## src/design/fwpe_pkg.sv

```systemverilog
// fwpe_pkg: types and constants shared by the fixed width pack encoder
// used by fwpe_collect, fwpe_packer and fixed_width_pack_encoder
package fwpe_pkg;

  localparam int MAX_COUNT   = 16;
  localparam int HEADER_BITS = 6;
  localparam int IDX_W       = $clog2(MAX_COUNT);
  localparam int COUNT_W     = $clog2(MAX_COUNT + 1);
  localparam int LEN_W       = 6;   // significant length 0..32
  localparam int FILL_W      = 6;   // packer fill 0..63
  localparam int TOTAL_W     = 10;
  localparam int CFG_IDX_W   = 2;
  localparam int CFG_DATA_W  = 3;

  localparam logic [CFG_IDX_W-1:0] CFG_BYTE_ALIGNED = 2'd0;
  localparam logic [CFG_IDX_W-1:0] CFG_VALUE_BYTES  = 2'd1;

  typedef struct packed {
    logic [31:0] value;
    logic        last;
  } in_t;

  typedef struct packed {
    logic [31:0]        word;
    logic [2:0]         bytes_valid;
    logic               end_of_block;
    logic [TOTAL_W-1:0] total_bits;
  } out_t;

  // collector status toward the sequencer
  typedef struct packed {
    logic [COUNT_W-1:0] count;
    logic [LEN_W-1:0]   sig_len;
  } col_stat_t;

  // packer command from the sequencer
  typedef struct packed {
    logic              clear;
    logic              append;
    logic              pop;
    logic [31:0]       chunk;
    logic [LEN_W-1:0]  width;
  } pk_ctrl_t;

  typedef struct packed {
    logic [31:0]       word;
    logic [FILL_W-1:0] fill;
  } pk_stat_t;

endpackage

```

## src/design/fixed_width_pack_encoder.sv

```systemverilog
// fixed_width_pack_encoder: top level with sequencer, config registers and output register
// depends on fwpe_pkg, fwpe_collect and fwpe_packer
//
// Values are taken one per cycle while the encoder is idle and stored (up to 16 per
// block); the item marked last, or the one that fills the store, starts encoding and
// the block is not ready until the final word of the block is loaded into the output
// register. Encoding runs through one shared shift-and-or packer: it finds the bit
// length, appends the header, then appends each value (none when the length is zero),
// and pops each output word, with any output stall holding it. byte_aligned is read
// when the header is appended; value_bytes applies to each value as it arrives.
module fixed_width_pack_encoder import fwpe_pkg::*; (
  input  logic                  clk,
  input  logic                  rst_n,
  input  logic                  in_valid,
  output logic                  in_ready,
  input  in_t                   in_data,
  output logic                  out_valid,
  input  logic                  out_ready,
  output out_t                  out_data,
  input  logic                  cfg_valid,
  output logic                  cfg_ready,
  input  logic [CFG_IDX_W-1:0]  cfg_index,
  input  logic [CFG_DATA_W-1:0] cfg_data
);

  typedef enum logic [2:0] {S_IDLE, S_LEN, S_HDR, S_VAL, S_OUT} state_t;

  state_t             state_r, state_nxt;
  logic               out_valid_r, out_valid_nxt;
  out_t               out_data_r, out_data_nxt;
  logic [LEN_W-1:0]   len_r, len_nxt;
  logic [LEN_W-1:0]   wid_r, wid_nxt;
  logic [TOTAL_W-1:0] total_r, total_nxt;
  logic [IDX_W-1:0]   rd_idx_r, rd_idx_nxt;
  logic               done_r, done_nxt;
  logic               byte_aligned_r;
  logic [2:0]         value_bytes_r;

  logic               col_wr, col_clear;
  logic [31:0]        col_rd_value;
  col_stat_t          col_stat;
  pk_ctrl_t           pk_ctrl;
  pk_stat_t           pk_stat;
  logic [2:0]         cw;
  logic [FILL_W-1:0]  fill_sum;
  logic [IDX_W-1:0]   last_idx;
  logic               out_load, end_word;

  fwpe_collect u_collect (
    .clk         (clk),
    .rst_n       (rst_n),
    .wr_en       (col_wr),
    .wr_value    (in_data.value),
    .value_bytes (value_bytes_r),
    .clear       (col_clear),
    .rd_idx      (rd_idx_r),
    .rd_value    (col_rd_value),
    .stat        (col_stat)
  );

  fwpe_packer u_packer (
    .clk   (clk),
    .rst_n (rst_n),
    .ctrl  (pk_ctrl),
    .stat  (pk_stat)
  );

  assign cfg_ready = 1'b1;

  always_ff @(posedge clk) begin
    if (!rst_n) begin
      byte_aligned_r <= 1'b0;
      value_bytes_r  <= 3'd4;
    end else if (cfg_valid) begin
      case (cfg_index)
        CFG_BYTE_ALIGNED: byte_aligned_r <= cfg_data[0];
        CFG_VALUE_BYTES:  value_bytes_r  <= cfg_data;
        default:          ;
      endcase
    end
  end

  assign cw       = 3'(({1'b0, len_r} + 7'd7) >> 3);
  assign fill_sum = pk_stat.fill + wid_r;
  assign last_idx = IDX_W'(col_stat.count - COUNT_W'(1));
  assign out_load = (state_r == S_OUT) && (!out_valid_r || out_ready);
  assign end_word = done_r && (pk_stat.fill <= FILL_W'(32));

  always_comb begin
    state_nxt     = state_r;
    out_valid_nxt = out_valid_r & ~out_ready;
    out_data_nxt  = out_data_r;
    len_nxt       = len_r;
    wid_nxt       = wid_r;
    total_nxt     = total_r;
    rd_idx_nxt    = rd_idx_r;
    done_nxt      = done_r;
    col_wr        = 1'b0;
    col_clear     = 1'b0;
    pk_ctrl       = '0;
    case (state_r)
      S_IDLE: begin
        if (in_valid) begin
          col_wr = 1'b1;
          if (in_data.last || col_stat.count == COUNT_W'(MAX_COUNT - 1)) begin
            state_nxt = S_LEN;
          end
        end
      end
      S_LEN: begin
        len_nxt   = col_stat.sig_len;
        state_nxt = S_HDR;
      end
      S_HDR: begin
        pk_ctrl.append = 1'b1;
        rd_idx_nxt     = '0;
        if (byte_aligned_r) begin
          pk_ctrl.chunk = 32'(cw);
          pk_ctrl.width = LEN_W'(8);
          wid_nxt       = {cw, 3'b000};
          total_nxt     = TOTAL_W'({(TOTAL_W - 3)'(col_stat.count) * (TOTAL_W - 3)'(cw)
                                    + 7'd1, 3'b000});
        end else begin
          pk_ctrl.chunk = 32'(len_r);
          pk_ctrl.width = LEN_W'(HEADER_BITS);
          wid_nxt       = len_r;
          total_nxt     = TOTAL_W'(HEADER_BITS) + TOTAL_W'(col_stat.count) * TOTAL_W'(len_r);
        end
        if (wid_nxt == '0) begin
          done_nxt  = 1'b1;
          state_nxt = S_OUT;
        end else begin
          state_nxt = S_VAL;
        end
      end
      S_VAL: begin
        pk_ctrl.append = 1'b1;
        pk_ctrl.chunk  = col_rd_value;
        pk_ctrl.width  = wid_r;
        rd_idx_nxt     = rd_idx_r + IDX_W'(1);
        if (rd_idx_r == last_idx) begin
          done_nxt  = 1'b1;
          state_nxt = S_OUT;
        end else if (fill_sum[5]) begin
          state_nxt = S_OUT;
        end
      end
      S_OUT: begin
        if (out_load) begin
          out_valid_nxt             = 1'b1;
          out_data_nxt.word         = pk_stat.word;
          out_data_nxt.end_of_block = end_word;
          out_data_nxt.total_bits   = total_r;
          if (pk_stat.fill >= FILL_W'(32)) begin
            out_data_nxt.bytes_valid = 3'd4;
          end else begin
            out_data_nxt.bytes_valid = 3'((pk_stat.fill + FILL_W'(7)) >> 3);
          end
          if (end_word) begin
            pk_ctrl.clear = 1'b1;
            col_clear     = 1'b1;
            done_nxt      = 1'b0;
            state_nxt     = S_IDLE;
          end else begin
            pk_ctrl.pop = 1'b1;
            if (!done_r) state_nxt = S_VAL;
          end
        end
      end
      default: state_nxt = S_IDLE;
    endcase
  end

  always_ff @(posedge clk) begin
    if (!rst_n) begin
      state_r     <= S_IDLE;
      out_valid_r <= 1'b0;
      done_r      <= 1'b0;
    end else begin
      state_r     <= state_nxt;
      out_valid_r <= out_valid_nxt;
      done_r      <= done_nxt;
    end
    out_data_r <= out_data_nxt;
    len_r      <= len_nxt;
    wid_r      <= wid_nxt;
    total_r    <= total_nxt;
    rd_idx_r   <= rd_idx_nxt;
  end

  assign in_ready  = (state_r == S_IDLE);
  assign out_valid = out_valid_r;
  assign out_data  = out_data_r;

  // packer must be empty between blocks
  a_idle_empty: assert property (@(posedge clk) disable iff (!rst_n)
    (state_r == S_IDLE) |-> (pk_stat.fill == '0))
    else $error("packer not empty while idle");

  // a value is only appended while less than a word is pending
  a_val_room: assert property (@(posedge clk) disable iff (!rst_n)
    (state_r == S_VAL) |-> (pk_stat.fill < FILL_W'(32)))
    else $error("packer overfull before append");

  // every shown word carries at least one byte
  a_bytes_valid: assert property (@(posedge clk) disable iff (!rst_n)
    out_valid_r |-> (out_data_r.bytes_valid >= 3'd1 && out_data_r.bytes_valid <= 3'd4))
    else $error("bad bytes_valid");

  // the final word returns the block to idle
  a_end_idle: assert property (@(posedge clk) disable iff (!rst_n)
    (out_load && end_word) |=> (state_r == S_IDLE && out_data_r.end_of_block))
    else $error("end of block did not return to idle");

endmodule

```

## src/design/fwpe_collect.sv

```systemverilog
// fwpe_collect: value store, item count and running OR of the current block
// depends on fwpe_pkg
module fwpe_collect import fwpe_pkg::*; (
  input  logic             clk,
  input  logic             rst_n,
  input  logic             wr_en,
  input  logic [31:0]      wr_value,
  input  logic [2:0]       value_bytes,
  input  logic             clear,
  input  logic [IDX_W-1:0] rd_idx,
  output logic [31:0]      rd_value,
  output col_stat_t        stat
);

  logic [31:0]        store_r [MAX_COUNT];
  logic [COUNT_W-1:0] count_r;
  logic [31:0]        or_r;
  logic [31:0]        masked;
  logic [LEN_W-1:0]   len;

  always_comb begin
    case (value_bytes)
      3'd0, 3'd1: masked = {24'd0, wr_value[7:0]};
      3'd2:       masked = {16'd0, wr_value[15:0]};
      3'd3:       masked = {8'd0, wr_value[23:0]};
      default:    masked = wr_value;
    endcase
  end

  // largest significant length equals the length of the OR of all values
  always_comb begin
    len = '0;
    for (int i = 0; i < 32; i++) begin
      if (or_r[i]) len = LEN_W'(i + 1);
    end
  end

  always_ff @(posedge clk) begin
    if (wr_en) begin
      store_r[count_r[IDX_W-1:0]] <= masked;
    end
  end

  always_ff @(posedge clk) begin
    if (!rst_n || clear) begin
      count_r <= '0;
      or_r    <= '0;
    end else if (wr_en) begin
      count_r <= count_r + COUNT_W'(1);
      or_r    <= or_r | masked;
    end
  end

  assign rd_value     = store_r[rd_idx];
  assign stat.count   = count_r;
  assign stat.sig_len = len;

endmodule

```

## src/design/fwpe_packer.sv

```systemverilog
// fwpe_packer: bit accumulator that appends chunks lsb first and pops 32-bit words
// depends on fwpe_pkg
module fwpe_packer import fwpe_pkg::*; (
  input  logic     clk,
  input  logic     rst_n,
  input  pk_ctrl_t ctrl,
  output pk_stat_t stat
);

  logic [63:0]       acc_r;
  logic [FILL_W-1:0] fill_r;
  logic [63:0]       shifted;

  // bits above fill are always zero, so an OR places the new chunk
  assign shifted = {32'd0, ctrl.chunk} << fill_r;

  always_ff @(posedge clk) begin
    if (!rst_n || ctrl.clear) begin
      acc_r  <= '0;
      fill_r <= '0;
    end else if (ctrl.append) begin
      acc_r  <= acc_r | shifted;
      fill_r <= fill_r + ctrl.width;
    end else if (ctrl.pop) begin
      acc_r  <= {32'd0, acc_r[63:32]};
      fill_r <= fill_r - FILL_W'(32);
    end
  end

  assign stat.word = acc_r[31:0];
  assign stat.fill = fill_r;

endmodule
```

## config.mk

```make
export PLATFORM = sky130hd
export DESIGN_NAME = fixed_width_pack_encoder
export DESIGN_NICKNAME = d
export VERILOG_FILES = /design/src/design/fwpe_pkg.sv /design/src/design/fixed_width_pack_encoder.sv /design/src/design/fwpe_collect.sv /design/src/design/fwpe_packer.sv
export SDC_FILE = /design/constraint.sdc
export NUM_CORES = 1
export LEC_CHECK = 0
export CORE_ASPECT_RATIO = 2
export CORE_MARGIN = 2
export CORE_UTILIZATION = 54
export DETAILED_ROUTE_END_ITERATION = 10
export DONT_BUFFER_PORTS = 1
export PLACE_DENSITY = 0.69
export SYNTH_ARGS = -nofsm -noshare
export SYNTH_HDL_FRONTEND = slang
export SYNTH_SLANG_ARGS = --single-unit
```

## constraint.sdc

```tcl
create_clock -name clk -period 6.09 [get_ports clk]
set_input_delay 0.3045 -clock clk [delete_from_list [all_inputs] [get_ports clk]]
set_output_delay 0.3045 -clock clk [all_outputs]
set_load 0.05 [all_outputs]
```

==> run metrics, run 1 <==
outcome=completed; setup repair bufs after CTS=0; relative max-transition margin=7.06%; number of synthesized flops with an enable pin=584; most frequent cells in the layout=584 x edfxtp_1, 177 x nor2_1, 164 x nand2_1; register bit total from synthesis=slightly above 700; first-pass GRT wire length=147000 um; pin count of the biggest net entering global routing=75; worst slew pin tran=1.39 ns; DP HPWL=68700 um; CP Capture Type=flip-flop; worst path cell trace=buf_4 -> nand2_1 -> o22a_1 -> o21ai_1 -> nor2_1 -> nor4_1 -> a21oi_1 -> a2bb2oi_1 -> nand2_1 -> o211a_1; Worst-Skew Late Latency=0.64 ns; Final nets=around 2600; vias in the first global route=22294; initial core utilization=54.5%; Routability Congestion=0.975; Seq/Total Area, Yosys=61.1%; root buffer cell=clkbuf_16; CP max FO=45; Fmax=~0.23 GHz; cell count after synthesis=around 2500; Synth warnings=0; final setup fails=0; max incr delay on CP=0.94 ns; port buffer count=0; clk sink count=704; final antenna-violating net count=0; final hold slack=0.0338 ns; CP Launch Type=flip-flop; Post-Route WL=101000 um; net count after synthesis=~2600; max_cap viols=0; synthesized area per cell=13.1 um^2; Leakage=12.3 nW; Synth cell types=97; slowest cell on the critical path=nor4_1; grt ovf=0; most common cell after layout, fill and taps aside=edfxtp_1; Inserted Clock Buffers=59; fin crit share=72.9%; Setup Total Neg Slack=0 ns; fin crit period=roughly 4.4 ns; setup ws final=between 1.5 and 2 ns; Synth Flop Type=edfxtp_1; Core Box Area=59900 um^2; initial antenna violation count=6; drt wl/cell=30.4 um; First-pass DRT Iterations=8; unrepaired setup endpoints after global routing=no; share of cells above drive strength 1=12.9%; Peak VDD IR=0.280 mV; Place WS=1.73 ns; Top Ports=92; htree depth=2; Slew Limit Fails=0; clk slew on worst S/H paths=0.07 ns; vias per cell=6.75; Hold Path Class=in2reg; highest routed layer=met5; Max clock buf depth=3; Core Util, Final=59.8%; Fin. Hold Viols=0; PwrDens=294 nW/um^2; Iter 0 DRT Violations=2603; clk_skew=0.0184 ns; Post-synth ARST share=0%; critical path arrival=4.97 ns; WP data required=around 6.6 ns; synthesized cell area=32600 um^2; Syn-to-layout area delta=9.70%; DR WL met2=~50000 um; CTS tree=built; row cnt=127; cts repair resizes=0; GRT Util Overall=32.4%; CP Class=reg2reg; DRC=0; Die Y=352 um; Die W=around 180 um; die area=62600 um^2; cts-stage hold buffer count=16; length of routed wiring on met1=between 30000 and 40000 um; Vias=22284; CP dominant cell by count=nand2_1; Met3 Wirelength=7010 um
==> report_power, final <==
part	internal, mW	leakage [nW]	total [mW]	switching [mW]
Sequential	5.33	6.27	5.43	0.0945
Combinational	0.299	5.04	0.910	0.611
Clock	2.37	1.03	4.18	1.81
==> final timing paths <==
path / start / to / slack (ns) / depth (start not counted)
max: flip-flop / u_packer.acc_r[62]$_SDFFE_PP0P_ / 1.65 / 10
min: rst_n / u_packer.acc_r[2]$_SDFFE_PP0P_ / 0.03 / 2
max reg2reg: flip-flop / u_packer.acc_r[62]$_SDFFE_PP0P_ / 1.65 / 10
min reg2reg: total_r[1]$_SDFFCE_PP0P_ / out_data[1]$_DFFE_PP_ / 0.42 / 0
==> layout make-up <==
type | count | area (um^2)
clock buffers | 67 | 1560
diodes | 5 | 12.5
repair buffers | 80 | 653
multi-input cells | 1560 | 11800
fillers | 4531 | 24100
well taps | 774 | 968
flip-flops and latches | 704 | 19900
inverters | 68 | 255
clock inverters | 45 | 587
==> worst max-delay path, delay by kind of cell, from the launching register on <==
| family | cells | cell delay, ns |
|---|---|---|
| simple gates | 4 | 1.63 |
| flops | 1 | 0.69 |
| buf+inv | 1 | 0.62 |
| compound gates | 5 | 1.33 |
==> flip-flops by register name (all words and copies together) (netlist names), named ones only <==
signal / cells
u_collect.store_r: 512
u_packer.acc_r: 64
out_data: 46
u_collect.or_r: 32
total_r: 10
len_r: 6
u_packer.fill_r: 6
wid_r: 6
u_collect.count_r: 5
rd_idx_r: 4
state_r: 3
value_bytes_r: 3
byte_aligned_r: 1
done_r: 1
out_valid: 1
==> logic make-up after synthesis <==
logic type      count (synthesis)  synth area share, %
flops                         704                 61.1
other cells                     1               0.0115
simple gates                  611                 8.86
xor+xnor                       38                 1.02
fa+ha+maj                      59                 2.70
mux                           251                 10.3
buf+inv                       223                 3.15
compound gates                600                 12.8
==> Yosys cell counts (10+ instances only) <==
library cell | n | share of area, %
a211o_1 | 10 | 0.27
a211oi_1 | 24 | 0.55
a21o_1 | 16 | 0.37
a21oi_1 | 142 | 2.2
a221o_1 | 13 | 0.40
a221oi_1 | 24 | 0.64
a22oi_1 | 36 | 0.83
a31oi_1 | 24 | 0.46
and2_1 | 42 | 0.80
and3_1 | 13 | 0.25
buf_1 | 18 | 0.21
buf_2 | 18 | 0.28
buf_4 | 14 | 0.32
buf_6 | 12 | 0.41
clkbuf_1 | 91 | 1.0
dfxtp_1 | 120 | 7.4
edfxtp_1 | 584 | 54
fa_1 | 19 | 1.2
ha_1 | 40 | 1.5
inv_1 | 65 | 0.75
mux2_2 | 40 | 1.4
mux2i_1 | 142 | 4.4
mux4_2 | 64 | 4.4
nand2_1 | 164 | 1.9
nand2b_1 | 16 | 0.31
nand3_1 | 45 | 0.69
nor2_1 | 191 | 2.2
nor2b_1 | 38 | 0.73
nor3_1 | 42 | 0.64
o211ai_1 | 28 | 0.64
o21a_1 | 10 | 0.23
o21ai_0 | 69 | 1.1
o221ai_1 | 22 | 0.59
o22ai_1 | 41 | 0.79
o2bb2ai_1 | 10 | 0.27
o31ai_1 | 10 | 0.23
or3_1 | 11 | 0.21
xnor2_1 | 27 | 0.72
xor2_1 | 11 | 0.30
==> through the flow <==
| step | instances | instance area, um^2 | power (mW) |
|---|---|---|---|
| 6_report | 3303 | 35800 | 10.5 |
| 5_1_grt | 3299 | 35800 | 10.8 |
| 4_1_cts | 3298 | 35800 | 10.5 |
| 3_5_place_dp | 3170 | 33500 | 6.40 |
| 3_3_place_gp | 3170 | 33500 | 6.37 |
| 2_1_floorplan | 2487 | 32600 | 6.10 |
==> metal layers <==
layer  vias up  track usage, %
met1     11098            36.9
met2      1236            56.7
met5         -               0
met4         6            20.1
met3       359            4.84
li1       9585               -
Power figures use the tool's default switching activity.
==> inputs of run 2 (changes only) <==
- ABC_AREA: default -> 1
- PLACE_DENSITY: 0.69 -> 0.72
- clock period: 6.09 -> 3.6 ns (I/O delays scaled with it)
==> run 2 against run 1 <==
Against the previous run: clock power is 46% higher; final cell count is 17% higher; sequential cell count stayed put.
==> run metrics, run 2 <==
number of synthesized flops with an enable pin=584 (unchanged); worst path cell trace=buf_6 -> nand2_2 -> fa_1 -> fa_1 -> inv_2 -> fa_1 -> ha_4 -> buf_4 -> inv_2 -> nor2_2 -> nor2_1 -> nor2_1 -> o21ai_1 -> nand2_1 -> a21oi_1 -> o21ai_1 -> o21ai_1; fill count=4573 (+0.93%); Leakage=12.7 nW (+2.6%); worst slew pin tran=1.31 ns (-0.0786 ns); relative max-transition margin=12.2% (+5.1 points); outcome=completed; max_cap viols=0 (unchanged); Vias=23549 (+5.7%); DP HPWL=56600 um (-18%); Multi-input gate area=10200 um^2 (-14%); PwrDens=700 nW/um^2 (+140%); CP max FO=5 (-89%); Max clock buf depth=3 (unchanged); Place WS=0.0388 ns (-1.69 ns); Post-Route WL=90000 um (-11%); Finished Cell Area=35200 um^2 (-1.8%); Syn-to-layout area delta=11.0%; Routability Congestion=0.934 (-4.2%); htree depth=2 (unchanged); Yosys top cell by area=edfxtp_1; setup ws final=0.00858 ns (-1.64 ns); First-pass DRT Iterations=6 (-2); vias per cell=6.08 (-9.8%); CP Launch Type=flip-flop; Die Y=347 um (-1.5%); critical path arrival=3.94 ns (-1.03 ns); most frequent cells in the layout=584 x edfxtp_1, 453 x nand2_1, 450 x nor2_1; share of cells above drive strength 1=8.59% (-4.3 points); Slew Limit Fails=0 (unchanged); CP Capture Type=flip-flop; Post-synth ARST share=0% (unchanged); final setup fails=0 (unchanged); Core Box Area=58000 um^2 (-3.1%); final antenna-violating net count=0 (unchanged); register bit total from synthesis=704 (unchanged); Setup Total Neg Slack=0 ns (unchanged); CP Class=reg2reg; row cnt=125 (-1.6%); synthesized area per cell=10.4 um^2 (-21%); Synth top cells by count=584 x edfxtp_1, 472 x nor2_1, 457 x nand2_1, 336 x o21ai_0, 190 x inv_1; Synth Flop Type=edfxtp_1; Synth cell types=50 (-48%); pin count of the biggest net entering global routing=82 (+9.3%); clk sink count=704 (unchanged); unrepaired setup endpoints after global routing=yes; initial core utilization=54.6% (+0.12 points); Inserted Clock Buffers=58 (-1.7%); first-pass GRT wire length=134000 um (-8.5%); root buffer cell=clkbuf_16; final hold slack=0.0230 ns (-0.0108 ns); cell count after synthesis=3045 (+22%); Final nets=3162 (+23%); Antenna Diode Count=0 (-5); Fmax=0.278 GHz (+24%); top-count cell post-synth=edfxtp_1; die area=60800 um^2 (-2.9%); Seq/Total Area, Yosys=62.9% (+1.8 points); initial antenna violation count=0 (-6); grt ovf=0 (unchanged); Yosys top cell area share=55.3% (+1.6 points); max incr delay on CP=0.51 ns (-0.43 ns); fin crit period=3.59 ns (-0.846 ns); Top Ports=92 (unchanged); drt wl/cell=23.2 um (-24%); most common cell after layout, fill and taps aside=edfxtp_1; largest cells by area after synthesis=edfxtp_1 55%, dfxtp_1 7.6%, nor2_1 5.6%, nand2_1 5.4%, o21ai_0 5.3%; Placement Cell Area=33000 um^2 (-1.6%); WP data required=3.95 ns (-2.67 ns); Hold Path Class=in2reg; slowest cell on the critical path=fa_1; Die W=175 um (-1.4%); Synth warnings=0 (unchanged); port buffer count=0 (unchanged); CTS tree=built; vias in the first global route=23229 (+4.2%); GRT Util Overall=29.1% (-3.2 points); FF+latch area=19900 um^2 (unchanged); fin crit share=99.8% (+27 points); DRC=0 (unchanged); Core Util, Final=60.6% (+0.85 points); net count after synthesis=3147 (+22%); Iter 0 DRT Violations=2315 (-11%); synthesized cell area=31700 um^2 (-2.9%); clk slew on worst S/H paths=0.07 ns (about the same); Fin. Hold Viols=0 (unchanged); number of flip-flops in the largest register=512 (unchanged); clk_skew=0.0452 ns (+0.0268 ns); Worst-Skew Late Latency=0.65 ns (about the same); Peak VDD IR=0.400 mV (+43%)
run 2: cell types whose count changed after synthesis, sizes merged, moves of 64 or more:
cell and change:
inv +132, o21ai +361, mux2i -125, nand2 +293, nor2 +284, nand3 +71, mux4 -64
run 2: cell type report:
cell class | instances | share of cell area, %
Clock buffer | 76 | 4.43
Multi-Input combinational cell | 1951 | 29.0
Inverter | 201 | 2.19
Sequential cell | 704 | 56.7
Tap cell | 762 | 2.71
Timing Repair Buffer | 144 | 4.28
Clock inverter | 33 | 0.729
run 2: worst max-delay path: cells and delay by family, from the launching register on:
family          cells  cell delay (ns)
simple gates        5             0.46
buf+inv             4             0.35
compound gates      4             0.31
flops               1             0.49
fa+ha+maj           4             1.72
run 2: path summary, 6_finish.rpt:
check | startpoint | to | slack, ns | cells after the start
max | len_r[2]$_SDFFCE_PP0P_ | total_r[8]$_DFFE_PP_ | 0.009 | 17
min | in_data[22] | u_collect.store_r[15][21]$_DFFE_PP_ | 0.02 | 2
max reg2reg | len_r[2]$_SDFFCE_PP0P_ | total_r[8]$_DFFE_PP_ | 0.009 | 17
min reg2reg | total_r[9]$_DFFE_PP_ | out_data[9]$_DFFE_PP_ | 0.42 | 0
run 2: cells by family after synthesis:
| group | after synthesis | synth area share [%] |
|---|---|---|
| xor+xnor | 16 | 0.442 |
| compound gates | 775 | 14.2 |
| fa+ha+maj | 59 | 2.78 |
| flops | 704 | 62.9 |
| mux | 17 | 0.537 |
| simple gates | 1083 | 13.6 |
| other cells | 1 | 0.0118 |
| buf+inv | 390 | 5.58 |
run 2: repair_timing:
action | CTS | global route
gates resized for setup | 0 | 25
endpoints found under the hold margin | 279 | 0
hold buffers | 30 | 0
buffers inserted | 0 | 2
endpoints found under the setup margin | 0 | 13
run 2: layer usage:
layer | vias to the layer above | wire length [um] | GRT usage, %
met5 | - | 0 | 0
met4 | 0 | 5980 | 19.0
met3 | 286 | 5250 | 3.68
met2 | 1104 | 48400 | 53.7
met1 | 11449 | 30300 | 30.8
li1 | 10710 | - | -
run 2: where the power goes:
part / internal [mW] / leakage (nW) / switching (mW)
Combinational: 2.41 / 5.51 / 5.54
Sequential: 9.75 / 6.28 / 0.817
Clock: 3.22 / 0.872 / 2.91
Total: 15.4 / 12.7 / 9.26
run 2: per-stage QoR:
stage                     instances  total power [mW]
after floorplan                3045              16.0
after global placement         3730              18.2
after detailed placement       3730              18.4
after CTS                      3869              24.6
after global routing           3871              25.8
final                          3871              24.6
